File: src/rtl/diff_drive_command_controller_assert.svh
// ----------------------------------------------------------------------------
// diff drive command controller assertion macros
// shared concurrent assertion forms used at the end of the top level
// ----------------------------------------------------------------------------
`ifndef DIFF_DRIVE_COMMAND_CONTROLLER_ASSERT_SVH
`define DIFF_DRIVE_COMMAND_CONTROLLER_ASSERT_SVH

// same-cycle implication, checked out of reset
`define DDCC_ASSERT_IMP(label, clk, rst_n, ante, cons) \
    label: assert property (@(posedge clk) disable iff (!rst_n) (ante) |-> (cons)) \
        else $error("%m: assertion failed");

// next-cycle implication, checked out of reset
`define DDCC_ASSERT_NXT(label, clk, rst_n, ante, cons) \
    label: assert property (@(posedge clk) disable iff (!rst_n) (ante) |=> (cons)) \
        else $error("%m: assertion failed");

`endif

File: src/rtl/ddcc_pkg.sv
// ----------------------------------------------------------------------------
// ddcc_pkg
// types, codes and duty arithmetic for the diff drive command controller
// ----------------------------------------------------------------------------
package ddcc_pkg;

    localparam int LEVEL_W   = 10;
    localparam int LEVEL_MAX = (1 << LEVEL_W) - 1;
    localparam int DUTY_W    = 8;
    localparam int DUTY_FULL = 250;
    localparam int PROD_W    = LEVEL_W + DUTY_W;
    localparam int CFG_IDX_W = 2;

    typedef logic [LEVEL_W-1:0] level_t;
    typedef logic [DUTY_W-1:0]  duty_t;

    typedef enum logic [1:0] {
        MODE_IDLE   = 2'd0,
        MODE_MANUAL = 2'd1,
        MODE_AUTO   = 2'd2,
        MODE_SEMI   = 2'd3
    } mode_t;

    typedef enum logic [CFG_IDX_W-1:0] {
        CFG_STEP_SIZE     = 2'd0,
        CFG_STRAIGHT_INIT = 2'd1,
        CFG_TURN_SLOW     = 2'd2,
        CFG_TURN_FAST     = 2'd3
    } cfg_idx_t;

    // move codes
    localparam logic [2:0] MOVE_STOP  = 3'd0;
    localparam logic [2:0] MOVE_FWD   = 3'd1;
    localparam logic [2:0] MOVE_BACK  = 3'd2;
    localparam logic [2:0] MOVE_LEFT  = 3'd3;
    localparam logic [2:0] MOVE_RIGHT = 3'd4;

    // pending adjustment codes
    localparam logic [2:0] ADJ_NONE = 3'd0;
    localparam logic [2:0] ADJ_UP1  = 3'd1;
    localparam logic [2:0] ADJ_DN1  = 3'd2;
    localparam logic [2:0] ADJ_UP2  = 3'd3;
    localparam logic [2:0] ADJ_DN2  = 3'd4;

    // command characters
    localparam logic [7:0] CH_M_LO = 8'h6D;
    localparam logic [7:0] CH_M_UP = 8'h4D;
    localparam logic [7:0] CH_A_LO = 8'h61;
    localparam logic [7:0] CH_A_UP = 8'h41;
    localparam logic [7:0] CH_S_LO = 8'h73;
    localparam logic [7:0] CH_S_UP = 8'h53;
    localparam logic [7:0] CH_0    = 8'h30;
    localparam logic [7:0] CH_4    = 8'h34;
    localparam logic [7:0] CH_5    = 8'h35;
    localparam logic [7:0] CH_8    = 8'h38;

    // bridge pin patterns
    localparam logic [3:0] PINS_BRAKE = 4'h0;
    localparam logic [3:0] PINS_FWD   = 4'h5;
    localparam logic [3:0] PINS_BACK  = 4'hA;

    // lamp patterns, bit0 manual, bit1 auto, bit2 warn
    localparam logic [2:0] LAMP_MANUAL = 3'b001;
    localparam logic [2:0] LAMP_AUTO   = 3'b010;
    localparam int         LAMP_WARN   = 2;

    typedef struct packed {
        level_t step_size;
        level_t straight_init;
        level_t turn_slow;
        level_t turn_fast;
    } cfg_t;

    typedef struct packed {
        mode_t      mode;
        logic [2:0] move;
        logic [2:0] pending;
        logic       blocked;
        level_t     straight;
        level_t     first;
        level_t     second;
        logic [2:0] flags;     // bit0 straight, bit1 left turn, bit2 right turn
        logic [3:0] pins;
        duty_t      duty_a;
        duty_t      duty_b;
        logic [2:0] lamps;
    } state_t;

    typedef struct packed {
        logic       opcode;
        logic [7:0] rx_byte;
        logic [3:0] sensor_bits;
    } item_t;

    // packed lowest field last, so bridge_pins lands in bit 0
    typedef struct packed {
        logic       led_warn;
        logic       led_auto;
        logic       led_manual;
        logic       obstacle;
        logic [1:0] mode_now;
        duty_t      right_duty;
        duty_t      left_duty;
        logic [3:0] bridge_pins;
    } result_t;

    localparam int RES_W   = $bits(result_t);
    localparam int TDATA_W = ((RES_W + 7) / 8) * 8;

    // floor(lvl * 250 / LEVEL_MAX); LEVEL_MAX is 2^W-1 so x/2^W plus one correction
    function automatic duty_t duty_of(input level_t lvl);
        logic [PROD_W-1:0]  prod;
        logic [DUTY_W-1:0]  q0;
        logic [LEVEL_W:0]   rem;
        prod = PROD_W'(lvl) * PROD_W'(DUTY_FULL);
        q0   = prod[PROD_W-1:LEVEL_W];
        rem  = {1'b0, prod[LEVEL_W-1:0]} + (LEVEL_W+1)'(q0);
        if (rem >= (LEVEL_W+1)'(LEVEL_MAX))
            return q0 + DUTY_W'(1);
        else
            return q0;
    endfunction

    function automatic level_t sat_add(input level_t a, input level_t b);
        logic [LEVEL_W:0] sum;
        sum = {1'b0, a} + {1'b0, b};
        if (sum > (LEVEL_W+1)'(LEVEL_MAX))
            return level_t'(LEVEL_MAX);
        else
            return sum[LEVEL_W-1:0];
    endfunction

    function automatic level_t sat_sub(input level_t a, input level_t b);
        if (a < b)
            return '0;
        else
            return a - b;
    endfunction

endpackage

File: src/rtl/ddcc_core.sv
// ----------------------------------------------------------------------------
// ddcc_core
// next-state logic for one item: decode, manual drive loop, duty counts
// ----------------------------------------------------------------------------
module ddcc_core (
    input  ddcc_pkg::state_t cur,
    input  ddcc_pkg::item_t  item,
    input  ddcc_pkg::cfg_t   cfg,
    output ddcc_pkg::state_t nxt
);
    import ddcc_pkg::*;

    logic             up;
    logic             lvl1;
    logic [LEVEL_W:0] raw_first;
    logic [LEVEL_W:0] raw_second;
    level_t           src_a;
    level_t           src_b;
    duty_t            duty_a_new;
    duty_t            duty_b_new;

    always_comb
    begin
        nxt        = cur;
        up         = 1'b0;
        lvl1       = 1'b0;
        raw_first  = '0;
        raw_second = '0;
        src_a      = '0;
        src_b      = '0;
        duty_a_new = '0;
        duty_b_new = '0;

        // decode the item
        if (!item.opcode)
        begin
            if (item.rx_byte == CH_M_LO || item.rx_byte == CH_M_UP)
                nxt.mode = MODE_MANUAL;
            else if (item.rx_byte == CH_A_LO || item.rx_byte == CH_A_UP)
                nxt.mode = MODE_AUTO;
            else if (item.rx_byte == CH_S_LO || item.rx_byte == CH_S_UP)
                nxt.mode = MODE_SEMI;
            else if (item.rx_byte >= CH_0 && item.rx_byte <= CH_4)
                nxt.move = 3'(item.rx_byte - CH_0);
            else if (item.rx_byte >= CH_5 && item.rx_byte <= CH_8)
                nxt.pending = 3'(item.rx_byte - CH_4);
        end
        else
        begin
            nxt.blocked = (item.sensor_bits == 4'd0);
        end

        if (nxt.mode == MODE_MANUAL || nxt.mode == MODE_AUTO)
        begin
            if (nxt.blocked)
            begin
                nxt.lamps[LAMP_WARN] = 1'b1;
                nxt.pins             = PINS_BRAKE;
            end
            else if (nxt.mode == MODE_AUTO)
            begin
                nxt.lamps = LAMP_AUTO;
                nxt.pins  = PINS_BRAKE;
            end
            else
            begin
                nxt.lamps = LAMP_MANUAL;

                // first-use level loads
                unique case (nxt.move)
                    MOVE_FWD, MOVE_BACK:
                    begin
                        if (!nxt.flags[0])
                        begin
                            nxt.straight = cfg.straight_init;
                            nxt.flags[0] = 1'b1;
                        end
                    end
                    MOVE_LEFT:
                    begin
                        if (!nxt.flags[1])
                        begin
                            nxt.first    = cfg.turn_slow;
                            nxt.second   = cfg.turn_fast;
                            nxt.flags[1] = 1'b1;
                        end
                        nxt.flags[2] = 1'b0;
                    end
                    MOVE_RIGHT:
                    begin
                        if (!nxt.flags[2])
                        begin
                            nxt.second   = cfg.turn_slow;
                            nxt.first    = cfg.turn_fast;
                            nxt.flags[2] = 1'b1;
                        end
                        nxt.flags[1] = 1'b0;
                    end
                    default: ;
                endcase

                // pending adjustment, consumed whatever the move
                if (nxt.pending != ADJ_NONE)
                begin
                    up          = (nxt.pending == ADJ_UP1) || (nxt.pending == ADJ_UP2);
                    lvl1        = (nxt.pending == ADJ_UP1) || (nxt.pending == ADJ_DN1);
                    nxt.pending = ADJ_NONE;
                    raw_first   = {1'b0, nxt.first} + {1'b0, cfg.step_size};
                    raw_second  = {1'b0, nxt.second} + {1'b0, cfg.step_size};

                    unique case (nxt.move)
                        MOVE_FWD, MOVE_BACK:
                        begin
                            nxt.straight = up ? sat_add(nxt.straight, cfg.step_size)
                                              : sat_sub(nxt.straight, cfg.step_size);
                        end
                        MOVE_LEFT:
                        begin
                            // a step that would take the inner wheel level up to the outer wheel level is not taken
                            if (lvl1 && up)
                            begin
                                if (raw_first < {1'b0, nxt.second})
                                    nxt.first = raw_first[LEVEL_W-1:0];
                            end
                            else if (lvl1)
                                nxt.first = sat_sub(nxt.first, cfg.step_size);
                            else if (up)
                                nxt.second = sat_add(nxt.second, cfg.step_size);
                            else if (nxt.second >= cfg.step_size &&
                                     (nxt.second - cfg.step_size) > nxt.first)
                                nxt.second = nxt.second - cfg.step_size;
                        end
                        MOVE_RIGHT:
                        begin
                            if (lvl1 && up)
                                nxt.first = sat_add(nxt.first, cfg.step_size);
                            else if (lvl1)
                            begin
                                if (nxt.first >= cfg.step_size &&
                                    (nxt.first - cfg.step_size) > nxt.second)
                                    nxt.first = nxt.first - cfg.step_size;
                            end
                            else if (up)
                            begin
                                if (raw_second < {1'b0, nxt.first})
                                    nxt.second = raw_second[LEVEL_W-1:0];
                            end
                            else
                                nxt.second = sat_sub(nxt.second, cfg.step_size);
                        end
                        default: ;
                    endcase
                end

                // duties from the settled levels
                if (nxt.move == MOVE_FWD || nxt.move == MOVE_BACK)
                begin
                    src_a = nxt.straight;
                    src_b = nxt.straight;
                end
                else
                begin
                    src_a = nxt.first;
                    src_b = nxt.second;
                end
                duty_a_new = duty_of(src_a);
                duty_b_new = duty_of(src_b);

                unique case (nxt.move)
                    MOVE_FWD:
                    begin
                        nxt.pins   = PINS_FWD;
                        nxt.duty_a = duty_a_new;
                        nxt.duty_b = duty_b_new;
                    end
                    MOVE_BACK:
                    begin
                        nxt.pins   = PINS_BACK;
                        nxt.duty_a = duty_a_new;
                        nxt.duty_b = duty_b_new;
                    end
                    MOVE_LEFT, MOVE_RIGHT:
                    begin
                        nxt.pins   = PINS_FWD;
                        nxt.duty_a = duty_a_new;
                        nxt.duty_b = duty_b_new;
                    end
                    default: nxt.pins = PINS_BRAKE;
                endcase
            end
        end
    end

endmodule

File: src/rtl/diff_drive_command_controller.sv
// ----------------------------------------------------------------------------
// diff_drive_command_controller
// command byte and presence sensor handling for a two-wheel drive
// ----------------------------------------------------------------------------
//
//  channel      dir  transfer content
//  s_axis       in   tdata: rx_byte, sensor_bits; tuser: opcode
//  m_axis       out  tdata: pins, duties, mode, obstacle, lamps
//  cfg          in   write of step size and the three first-use levels
//
//  one item per cycle sustained when the output side does not stall: an
//  input register, one stage of update logic and an output register; an
//  item passes from the input register through the update logic into the
//  result register, whose contents are valid on m_axis
//  reset clears all drive state and loads the register defaults
//  an output stall holds the result register, and the input register takes
//  one more item before s_axis_tready drops
//
module diff_drive_command_controller (
    input  logic                                  clk,
    input  logic                                  rst_n,

    input  logic                                  s_axis_tvalid,
    output logic                                  s_axis_tready,
    // [7:0] rx_byte, [11:8] sensor_bits, [15:12] zero
    input  logic [15:0]                           s_axis_tdata,
    // [0] opcode
    input  logic [0:0]                            s_axis_tuser,

    output logic                                  m_axis_tvalid,
    input  logic                                  m_axis_tready,
    // [3:0] bridge_pins, [11:4] left_duty, [19:12] right_duty,
    // [21:20] mode_now, [22] obstacle, [23] led_manual, [24] led_auto,
    // [25] led_warn, upper bits zero
    output logic [ddcc_pkg::TDATA_W-1:0]          m_axis_tdata,

    input  logic                                  cfg_we,
    input  logic [ddcc_pkg::CFG_IDX_W-1:0]        cfg_addr,
    input  logic [ddcc_pkg::LEVEL_W-1:0]          cfg_wdata
);
    import ddcc_pkg::*;

    `include "diff_drive_command_controller_assert.svh"

    // input stage
    logic    in_valid_reg;
    item_t   in_item_reg;

    // drive state and registers
    state_t  st_reg;
    state_t  st_next;
    cfg_t    cfg_reg;

    // result stage
    logic    out_valid_reg;
    logic    out_valid_next;
    result_t out_res_reg;
    result_t out_res_next;

    logic    advance;
    logic    in_xfer;

    // the update stage fires when the result register is free or draining
    assign advance       = in_valid_reg && (!out_valid_reg || m_axis_tready);
    assign s_axis_tready = !in_valid_reg || advance;
    assign in_xfer       = s_axis_tvalid && s_axis_tready;

    always_ff @(posedge clk or negedge rst_n)
    begin
        if (!rst_n)
            in_valid_reg <= 1'b0;
        else if (s_axis_tready)
            in_valid_reg <= s_axis_tvalid;
    end

    // payload capture, no reset needed
    always_ff @(posedge clk)
    begin
        if (in_xfer)
        begin
            in_item_reg.opcode      <= s_axis_tuser[0];
            in_item_reg.rx_byte     <= s_axis_tdata[7:0];
            in_item_reg.sensor_bits <= s_axis_tdata[11:8];
        end
    end

    // configuration writes; the user issues them only while the block is idle, the block itself does not enforce this
    always_ff @(posedge clk or negedge rst_n)
    begin
        if (!rst_n)
        begin
            cfg_reg.step_size     <= level_t'(100);
            cfg_reg.straight_init <= level_t'(511);
            cfg_reg.turn_slow     <= level_t'(256);
            cfg_reg.turn_fast     <= level_t'(767);
        end
        else if (cfg_we)
        begin
            unique case (cfg_idx_t'(cfg_addr))
                CFG_STEP_SIZE:     cfg_reg.step_size     <= cfg_wdata;
                CFG_STRAIGHT_INIT: cfg_reg.straight_init <= cfg_wdata;
                CFG_TURN_SLOW:     cfg_reg.turn_slow     <= cfg_wdata;
                CFG_TURN_FAST:     cfg_reg.turn_fast     <= cfg_wdata;
            endcase
        end
    end

    // decode, drive loop and duty arithmetic
    ddcc_core u_core (
        .cur  (st_reg),
        .item (in_item_reg),
        .cfg  (cfg_reg),
        .nxt  (st_next)
    );

    always_ff @(posedge clk or negedge rst_n)
    begin
        if (!rst_n)
            st_reg <= '0;
        else if (advance)
            st_reg <= st_next;
    end

    // result fields from the state just computed
    always_comb
    begin
        out_res_next.bridge_pins = st_next.pins;
        out_res_next.left_duty   = st_next.duty_a;
        out_res_next.right_duty  = st_next.duty_b;
        out_res_next.mode_now    = 2'(st_next.mode);
        out_res_next.obstacle    = st_next.blocked;
        out_res_next.led_manual  = st_next.lamps[0];
        out_res_next.led_auto    = st_next.lamps[1];
        out_res_next.led_warn    = st_next.lamps[LAMP_WARN];
    end

    assign out_valid_next = advance || (out_valid_reg && !m_axis_tready);

    always_ff @(posedge clk or negedge rst_n)
    begin
        if (!rst_n)
            out_valid_reg <= 1'b0;
        else
            out_valid_reg <= out_valid_next;
    end

    always_ff @(posedge clk)
    begin
        if (advance)
            out_res_reg <= out_res_next;
    end

    assign m_axis_tvalid = out_valid_reg;
    assign m_axis_tdata  = {(TDATA_W - RES_W)'(0), out_res_reg};

    // checks

    // only brake, forward and reverse patterns reach the bridge
    `DDCC_ASSERT_IMP(a_pins_legal, clk, rst_n, m_axis_tvalid,
        out_res_reg.bridge_pins == PINS_BRAKE || out_res_reg.bridge_pins == PINS_FWD ||
        out_res_reg.bridge_pins == PINS_BACK)

    // an obstacle in manual or automatic mode always brakes
    `DDCC_ASSERT_IMP(a_obstacle_brakes, clk, rst_n,
        m_axis_tvalid && out_res_reg.obstacle &&
        (out_res_reg.mode_now == 2'(MODE_MANUAL) || out_res_reg.mode_now == 2'(MODE_AUTO)),
        out_res_reg.bridge_pins == PINS_BRAKE && out_res_reg.led_warn)

    // duty counts never pass full scale
    `DDCC_ASSERT_IMP(a_duty_range, clk, rst_n, m_axis_tvalid,
        out_res_reg.left_duty <= DUTY_W'(DUTY_FULL) &&
        out_res_reg.right_duty <= DUTY_W'(DUTY_FULL))

    // a processed item always leaves a result behind
    `DDCC_ASSERT_NXT(a_advance_result, clk, rst_n, advance, m_axis_tvalid)

endmodule

File: config.mk
export PLATFORM = sky130hd
export DESIGN_NAME = diff_drive_command_controller
export DESIGN_NICKNAME = d
export VERILOG_FILES = /design/src/rtl/ddcc_pkg.sv /design/src/rtl/ddcc_core.sv /design/src/rtl/diff_drive_command_controller.sv
export VERILOG_INCLUDE_DIRS = /design/src /design/src/rtl
export SDC_FILE = /design/constraint.sdc
export NUM_CORES = 1
export LEC_CHECK = 0
export BUFFER_PORTS_ARGS = -buffer_cell sky130_fd_sc_hd__buf_2
export CAP_MARGIN = 20
export CORE_MARGIN = 4
export CORE_UTILIZATION = 50
export CTS_CLUSTER_DIAMETER = 150
export CTS_CLUSTER_SIZE = 30
export DETAILED_ROUTE_END_ITERATION = 10
export PLACE_DENSITY = 0.69
export SLEW_MARGIN = 20
export SYNTH_ARGS = -nofsm -noshare
export SYNTH_HDL_FRONTEND = slang
export SYNTH_SLANG_ARGS = --single-unit
export TNS_END_PERCENT = 1
File: constraint.sdc
create_clock -name clk -period 11.4 [get_ports clk]
set_input_delay 1.14 -clock clk [delete_from_list [all_inputs] [get_ports clk]]
set_output_delay 1.14 -clock clk [all_outputs]
set_load 0.02 [all_outputs]
==> impl_metrics.py, run 1 <==
metrics = {
    "clock_tree": {
        "cts_tree": "done",
        "clk_pin_slew_ps": 80,
        "cts.path.max_buffers": 2,
        "numCtsBuffers": 17,
        "root_buffer": "clkbuf_16",
        "htreeDepth": 4,
        "cts-hold-fix-buffers": 0,
        "cts_sinks": 146,
        "clock_latency_ps": 440,
    },
    "logic_synthesis": {
        "ys_async_sr_fraction": 0.733,
        "synthCells": 1865,
        "synth-edff-count": 39,
        "synth_flop_cell": "dfrtp_1",
        "syn_avg_cell_area_um2": 8.82,
        "ys.warnings.count": 0,
        "synth_cell_types": 103,
        "ys_seq_area_frac": 0.236,
        "synth_top_cell_by_area": "ha_1",
        "synthTopCellsByArea": "ha_1, dfrtp_1, fa_1",
        "netlist_area_um2": 16400,
        "ys_top_cells_by_count": "ha_1, inv_1, nand2_1, o21ai_0, a21oi_1",
        "synth_seq_cells": 146,
        "netlist.area_leader.share": 0.149,
        "synth_most_common_cell": "ha_1",
    },
    "finish": {
        "fin_nets": 2626,
        "finalInstanceArea_um2": 22300,
        "largest_register_ffs": 65,
        "area_delta_synth_final_pct": 35.4,
        "diodes": 0,
        "stdcell_count": 2785,
        "layout-drive-gt1-share": 0.367,
        "final_util": 0.686,
    },
    "routing": {
        "drc": 0,
        "viasPerCell": 5.84,
        "drt-initial-drc-count": 1233,
        "firstDrtPassIters": 8,
        "vias": 16300,
        "route.final.wire_length_um": 53900,
        "wl_per_cell_um": 19.4,
        "antenna_left": 0,
    },
    "floorplanning": {
        "die_w_um": 189,
        "start_util": 0.507,
        "die_h_um": 189,
        "pin_count": 68,
        "row_count": 66,
        "coreArea_um2": 32500,
        "dieArea_um2": 35900,
    },
    "job": {
        "maxCapViolCount": 0,
    },
    "setup_path": {
        "worstPathArrival_ps": 11950,
        "reg2reg_depth": 48,
        "cpMaxStageDelayCell": "o31ai_1",
        "required_ps": 11570,
        "critPathCaptureType": "register",
        "cp_common_cell": "buf_4",
        "worstSetupPathType": "register to register",
        "startpoint_type": "register",
        "cpPeakStageDelay_ps": 880,
        "crit_fanout": 6,
    },
    "global_routing": {
        "grt_remaining_overflow": 0,
        "grt.total_usage": 0.287,
        "grt_start_max_net_pins": 79,
        "grt_pass1_wl_um": 82800,
        "grt_pass1_vias": 16000,
        "antenna_found_initial": 0,
    },
    "timing": {
        "hold_viol": 0,
        "period_share": 1.03,
        "tightestPinTransition_ps": 1060,
        "relSlewSlack": 0.284,
        "setup_viol": 30,
        "worst_slack_ps": -384,
        "fmax_mhz": 84.9,
        "clock_skew_ps": 14.8,
        "slew_viol_final": 0,
        "fin_crit_ps": 11780,
        "rsz0062_at_grt": "true",
    },
    "run_status": {
        "status": "complete, but fails checks",
        "failed_checks": "negative setup slack",
    },
    "placement": {
        "hpwl_um": 41400,
        "port_buffers": 57,
        "placement.cell_area_um2": 20000,
        "dp_cells": 2684,
        "routabilityCongestion": 1.00,
    },
    "min_path": {
        "hold_class": "register to register",
        "whs_path_depth": 1,
    },
}
==> worst max-delay path, delay by kind of cell, from the launching register on <==
kind	cells	cell delay (ps)
AOI/OAI and AO/OA	16	3750
xor gates and xnor gates	1	170
adders and majority gates	9	3080
buffers and inverters	7	990
DFF	1	430
muxes	4	880
and+or+nand+nor	11	2180
==> per-layer routing <==
metal / track usage / vias up / wire length [um]
li1: - / 7656 / -
met1: 0.364 / 7864 / 21800
met2: 0.498 / 607 / 26800
met3: 0.0411 / 150 / 3130
met4: 0.109 / 0 / 2150
met5: 0 / - / 0
==> through the flow <==
step           hold WS (ps)  setup slack, ps  TNS [ps]
3_5_place_dp            462             -940    -23140
4_1_cts                 479             -368     -7980
3_3_place_gp            455             -754    -18550
2_1_floorplan           441            -5.04     -14.9
5_1_grt                 512             -758    -20590
6_report                478             -384     -6460
==> cell families (layout without fill, tap and decap cells) <==
logic type      after synthesis  after routing  synth area share
compound gates              569            569             0.228
simple gates                475            476             0.144
fa+ha+maj                   268            268             0.233
buf+inv                     240            712            0.0580
flops                       146            146             0.236
mux                          92             92            0.0606
xor+xnor                     74             74            0.0403
other cells                   1              6          0.000228
==> repair_timing <==
item                       4_1_cts  5_1_grt
resized for setup              109      170
setup buffers                   32       38
cloned                           2        0
pin swaps                       73      168
setup endpoints to repair       32       32
==> worst paths after layout <==
| check | from | to | slack, ps |
|---|---|---|---|
| setup / recovery | in_item_reg[11]$_DFFE_PP_ | m_axis_tdata[5]$_DFFE_PP_ | -380 |
| hold / removal | st_reg[52]$_DFFE_PN0P_ | st_reg[52]$_DFFE_PN0P_ | 480 |
| setup reg to reg | in_item_reg[11]$_DFFE_PP_ | m_axis_tdata[5]$_DFFE_PP_ | -380 |
| hold reg to reg | st_reg[52]$_DFFE_PN0P_ | st_reg[52]$_DFFE_PN0P_ | 480 |
| max in group asynchronous | rst_n | st_reg[5]$_DFFE_PN0P_ | 9710 |
| min in group asynchronous | rst_n | cfg_reg[16]$_DFFE_PN0P_ | 620 |
==> cells in the final DEF, fill, tap and decap left out, drive strengths merged, types with 21 or more instances in the layout <==
cell type and n:
a21o 37, a21oi 136, a31oi 21, and2 23, buf 505, dfrtp 85, dfstp 22, edfxtp 39
fa 66, ha 196, inv 180, mux2 61, mux2i 31, nand2 155, nand2b 23, nand3 33
nor2 109, nor3 32, o21a 27, o21ai 154, xnor2 47, xor2 26
==> cell type report <==
class                      instances  area (um^2)
clock inverter                    15          186
tap                              442          553
timing repair buffer             505         3700
fill                            2477        10200
inverter                         175          657
sequential                       146         3880
multi-input combinational       1485        12900
clock buffer                      17          425
Power of run 1 is left out: the tool's default activity adds up to more than one toggle a clock period on the data nets, which glitch-free logic cannot reach.
==> run 2, diff against run 1 <==
--- a/config.mk
+++ b/config.mk
@@ -8,7 +8,8 @@
 export LEC_CHECK = 0
 export BUFFER_PORTS_ARGS = -buffer_cell sky130_fd_sc_hd__buf_2
 export CAP_MARGIN = 20
-export CORE_MARGIN = 4
+export CORE_ASPECT_RATIO = 0.9
+export CORE_MARGIN = 10
 export CORE_UTILIZATION = 50
 export CTS_CLUSTER_DIAMETER = 150
 export CTS_CLUSTER_SIZE = 30
==> run 2 against run 1 <==
Net effect:
- critical path depth is 15 higher
- critical path type unchanged
- critical endpoint is now m_axis_tdata[19]$_DFFE_PP_
- worst hold slack hardly changed
- wire length is 12% higher
- the flow still finishes with violations (negative setup slack)
- count of clock-buffer cells in the layout stayed put
==> impl_metrics.py, run 2 (synthesis results as in run 1) <==
metrics = {
    "run_status": {
        "status": "complete, but fails checks",
        "failed_checks": "negative setup slack",
    },
    "finish": {
        "final_common_cell": "buf_4",
        "fin_nets": 2680,
        "largest_register_ffs": 65,
        "final_cell_mix": "buf_4, ha_1, inv_1, nand2_1, o21ai_0",
        "diodes": 0,
        "layout-drive-gt1-share": 0.389,
        "finalInstanceArea_um2": 22800,
        "area_delta_synth_final_pct": 38.9,
    },
    "routing": {
        "viasPerCell": 6.01,
        "firstDrtPassIters": 8,
        "wl_per_cell_um": 21.5,
        "vias": 16900,
        "route.final.wire_length_um": 60400,
        "drc": 0,
        "antenna_left": 0,
        "drt-initial-drc-count": 1423,
    },
    "setup_path": {
        "critPathCaptureType": "register",
        "reg2reg_from": "in_item_reg[11]$_DFFE_PP_",
        "worstSetupPathType": "register to register",
        "startpoint_type": "register",
        "required_ps": 11580,
        "crit_fanout": 7,
        "worstPathArrival_ps": 12060,
        "critPathBufInv": 18,
        "cpMaxStageDelayCell": "fa_2",
        "cpPeakStageDelay_ps": 590,
        "cp_common_cell": "buf_4",
        "cp_top_family": "compound AO/OA/AOI/OAI gates",
        "cp-startpoint": "in_item_reg[11]$_DFFE_PP_",
    },
    "timing": {
        "relSlewSlack": 0.305,
        "tightestPinTransition_ps": 1030,
        "clock_skew_ps": 9.19,
        "fmax_mhz": 84.2,
        "worst_slack_ps": -479,
        "fin_crit_ps": 11880,
        "period_share": 1.04,
        "fin_hold_ws_ps": 478,
        "hold_viol": 0,
        "slew_viol_final": 0,
        "setup_viol": 32,
        "rsz0062_at_grt": "true",
    },
    "clock_tree": {
        "cts.path.max_buffers": 2,
        "htreeDepth": 4,
        "cts-hold-fix-buffers": 0,
        "cts_tree": "done",
        "cts_sinks": 146,
        "root_buffer": "clkbuf_16",
        "clk_pin_slew_ps": 70,
        "clock_latency_ps": 460,
        "numCtsBuffers": 17,
    },
    "min_path": {
        "hp-start": "st_reg[0]$_DFFE_PN0P_",
        "hold_class": "register to register",
    },
    "job": {
        "maxCapViolCount": 0,
    },
    "global_routing": {
        "grt_use_met1": 0.384,
        "grt_pass1_wl_um": 93200,
        "grt_pass1_vias": 17200,
        "grt_start_max_net_pins": 58,
        "grt_remaining_overflow": 0,
        "antenna_found_initial": 1,
        "grt_util_met3": 0.0627,
        "top_usage_layer": "met2",
        "grt.total_usage": 0.293,
        "globalRouteMet2Util": 0.469,
    },
    "placement": {
        "port_buffers": 57,
        "routabilityCongestion": 0.961,
        "placement.cell_area_um2": 20000,
        "hpwl_um": 44100,
    },
    "floorplanning": {
        "dieArea_um2": 40600,
        "coreArea_um2": 32200,
        "start_util": 0.511,
        "row_count": 62,
        "die_h_um": 192,
        "pin_count": 68,
        "die_w_um": 211,
    },
}
==> run 2: final timing paths <==
path | end | slack [ps] | cells after the start
worst max-delay path | m_axis_tdata[19]$_DFFE_PP_ | -480 | 63
worst min-delay path | st_reg[0]$_DFFE_PN0P_ | 480 | 2
worst max register to register | m_axis_tdata[19]$_DFFE_PP_ | -480 | 63
worst min register to register | st_reg[0]$_DFFE_PN0P_ | 480 | 2
max in group asynchronous | st_reg[7]$_DFFE_PN0P_ | 9390 | 2
min in group asynchronous | cfg_reg[11]$_DFFE_PN0P_ | 710 | 1
==> run 2: timing repair <==
action                                  4_1_cts  5_1_grt
endpoints found under the setup margin       32       32
setup buffers                                91       26
gates cloned                                  2        0
pin swaps                                   136      124
gates resized for setup                     201      107
==> run 2: stage by stage <==
| stage | utilization | setup TNS, ps | setup WS (ps) | std cells |
|---|---|---|---|---|
| after global placement | 0.621 | -19360 | -788 | 2666 |
| after global routing | 0.710 | -25640 | -880 | 2813 |
| after detailed placement | 0.621 | -24040 | -876 | 2666 |
| after CTS | 0.687 | -3420 | -191 | 2791 |
| after floorplan | - | -14.9 | -5.04 | 1870 |
| final | 0.710 | -11740 | -479 | 2813 |
==> run 2: layout make-up <==
cell class | count | area, um^2
Clock buffer | 17 | 425
Clock inverter | 15 | 188
Fill cell | 2377 | 9350
Inverter | 175 | 659
Multi-Input combinational cell | 1485 | 13000
Sequential cell | 146 | 3880
Tap cell | 416 | 520
Timing Repair Buffer | 559 | 4140
==> run 2: tightest hold or removal path: cells and delay by family (launching register included) <==
| family | cells | cell delay [ps] |
|---|---|---|
| flip-flops | 1 | 340 |
| AND/OR/NAND/NOR | 2 | 100 |
==> run 2: routing by layer <==
metal,vias up,share of wire
met5,-,0.00018
met4,2,0.037
met3,148,0.086
met2,773,0.45
met1,8241,0.43
li1,7755,-
Power of run 2 is left out for the same reason.
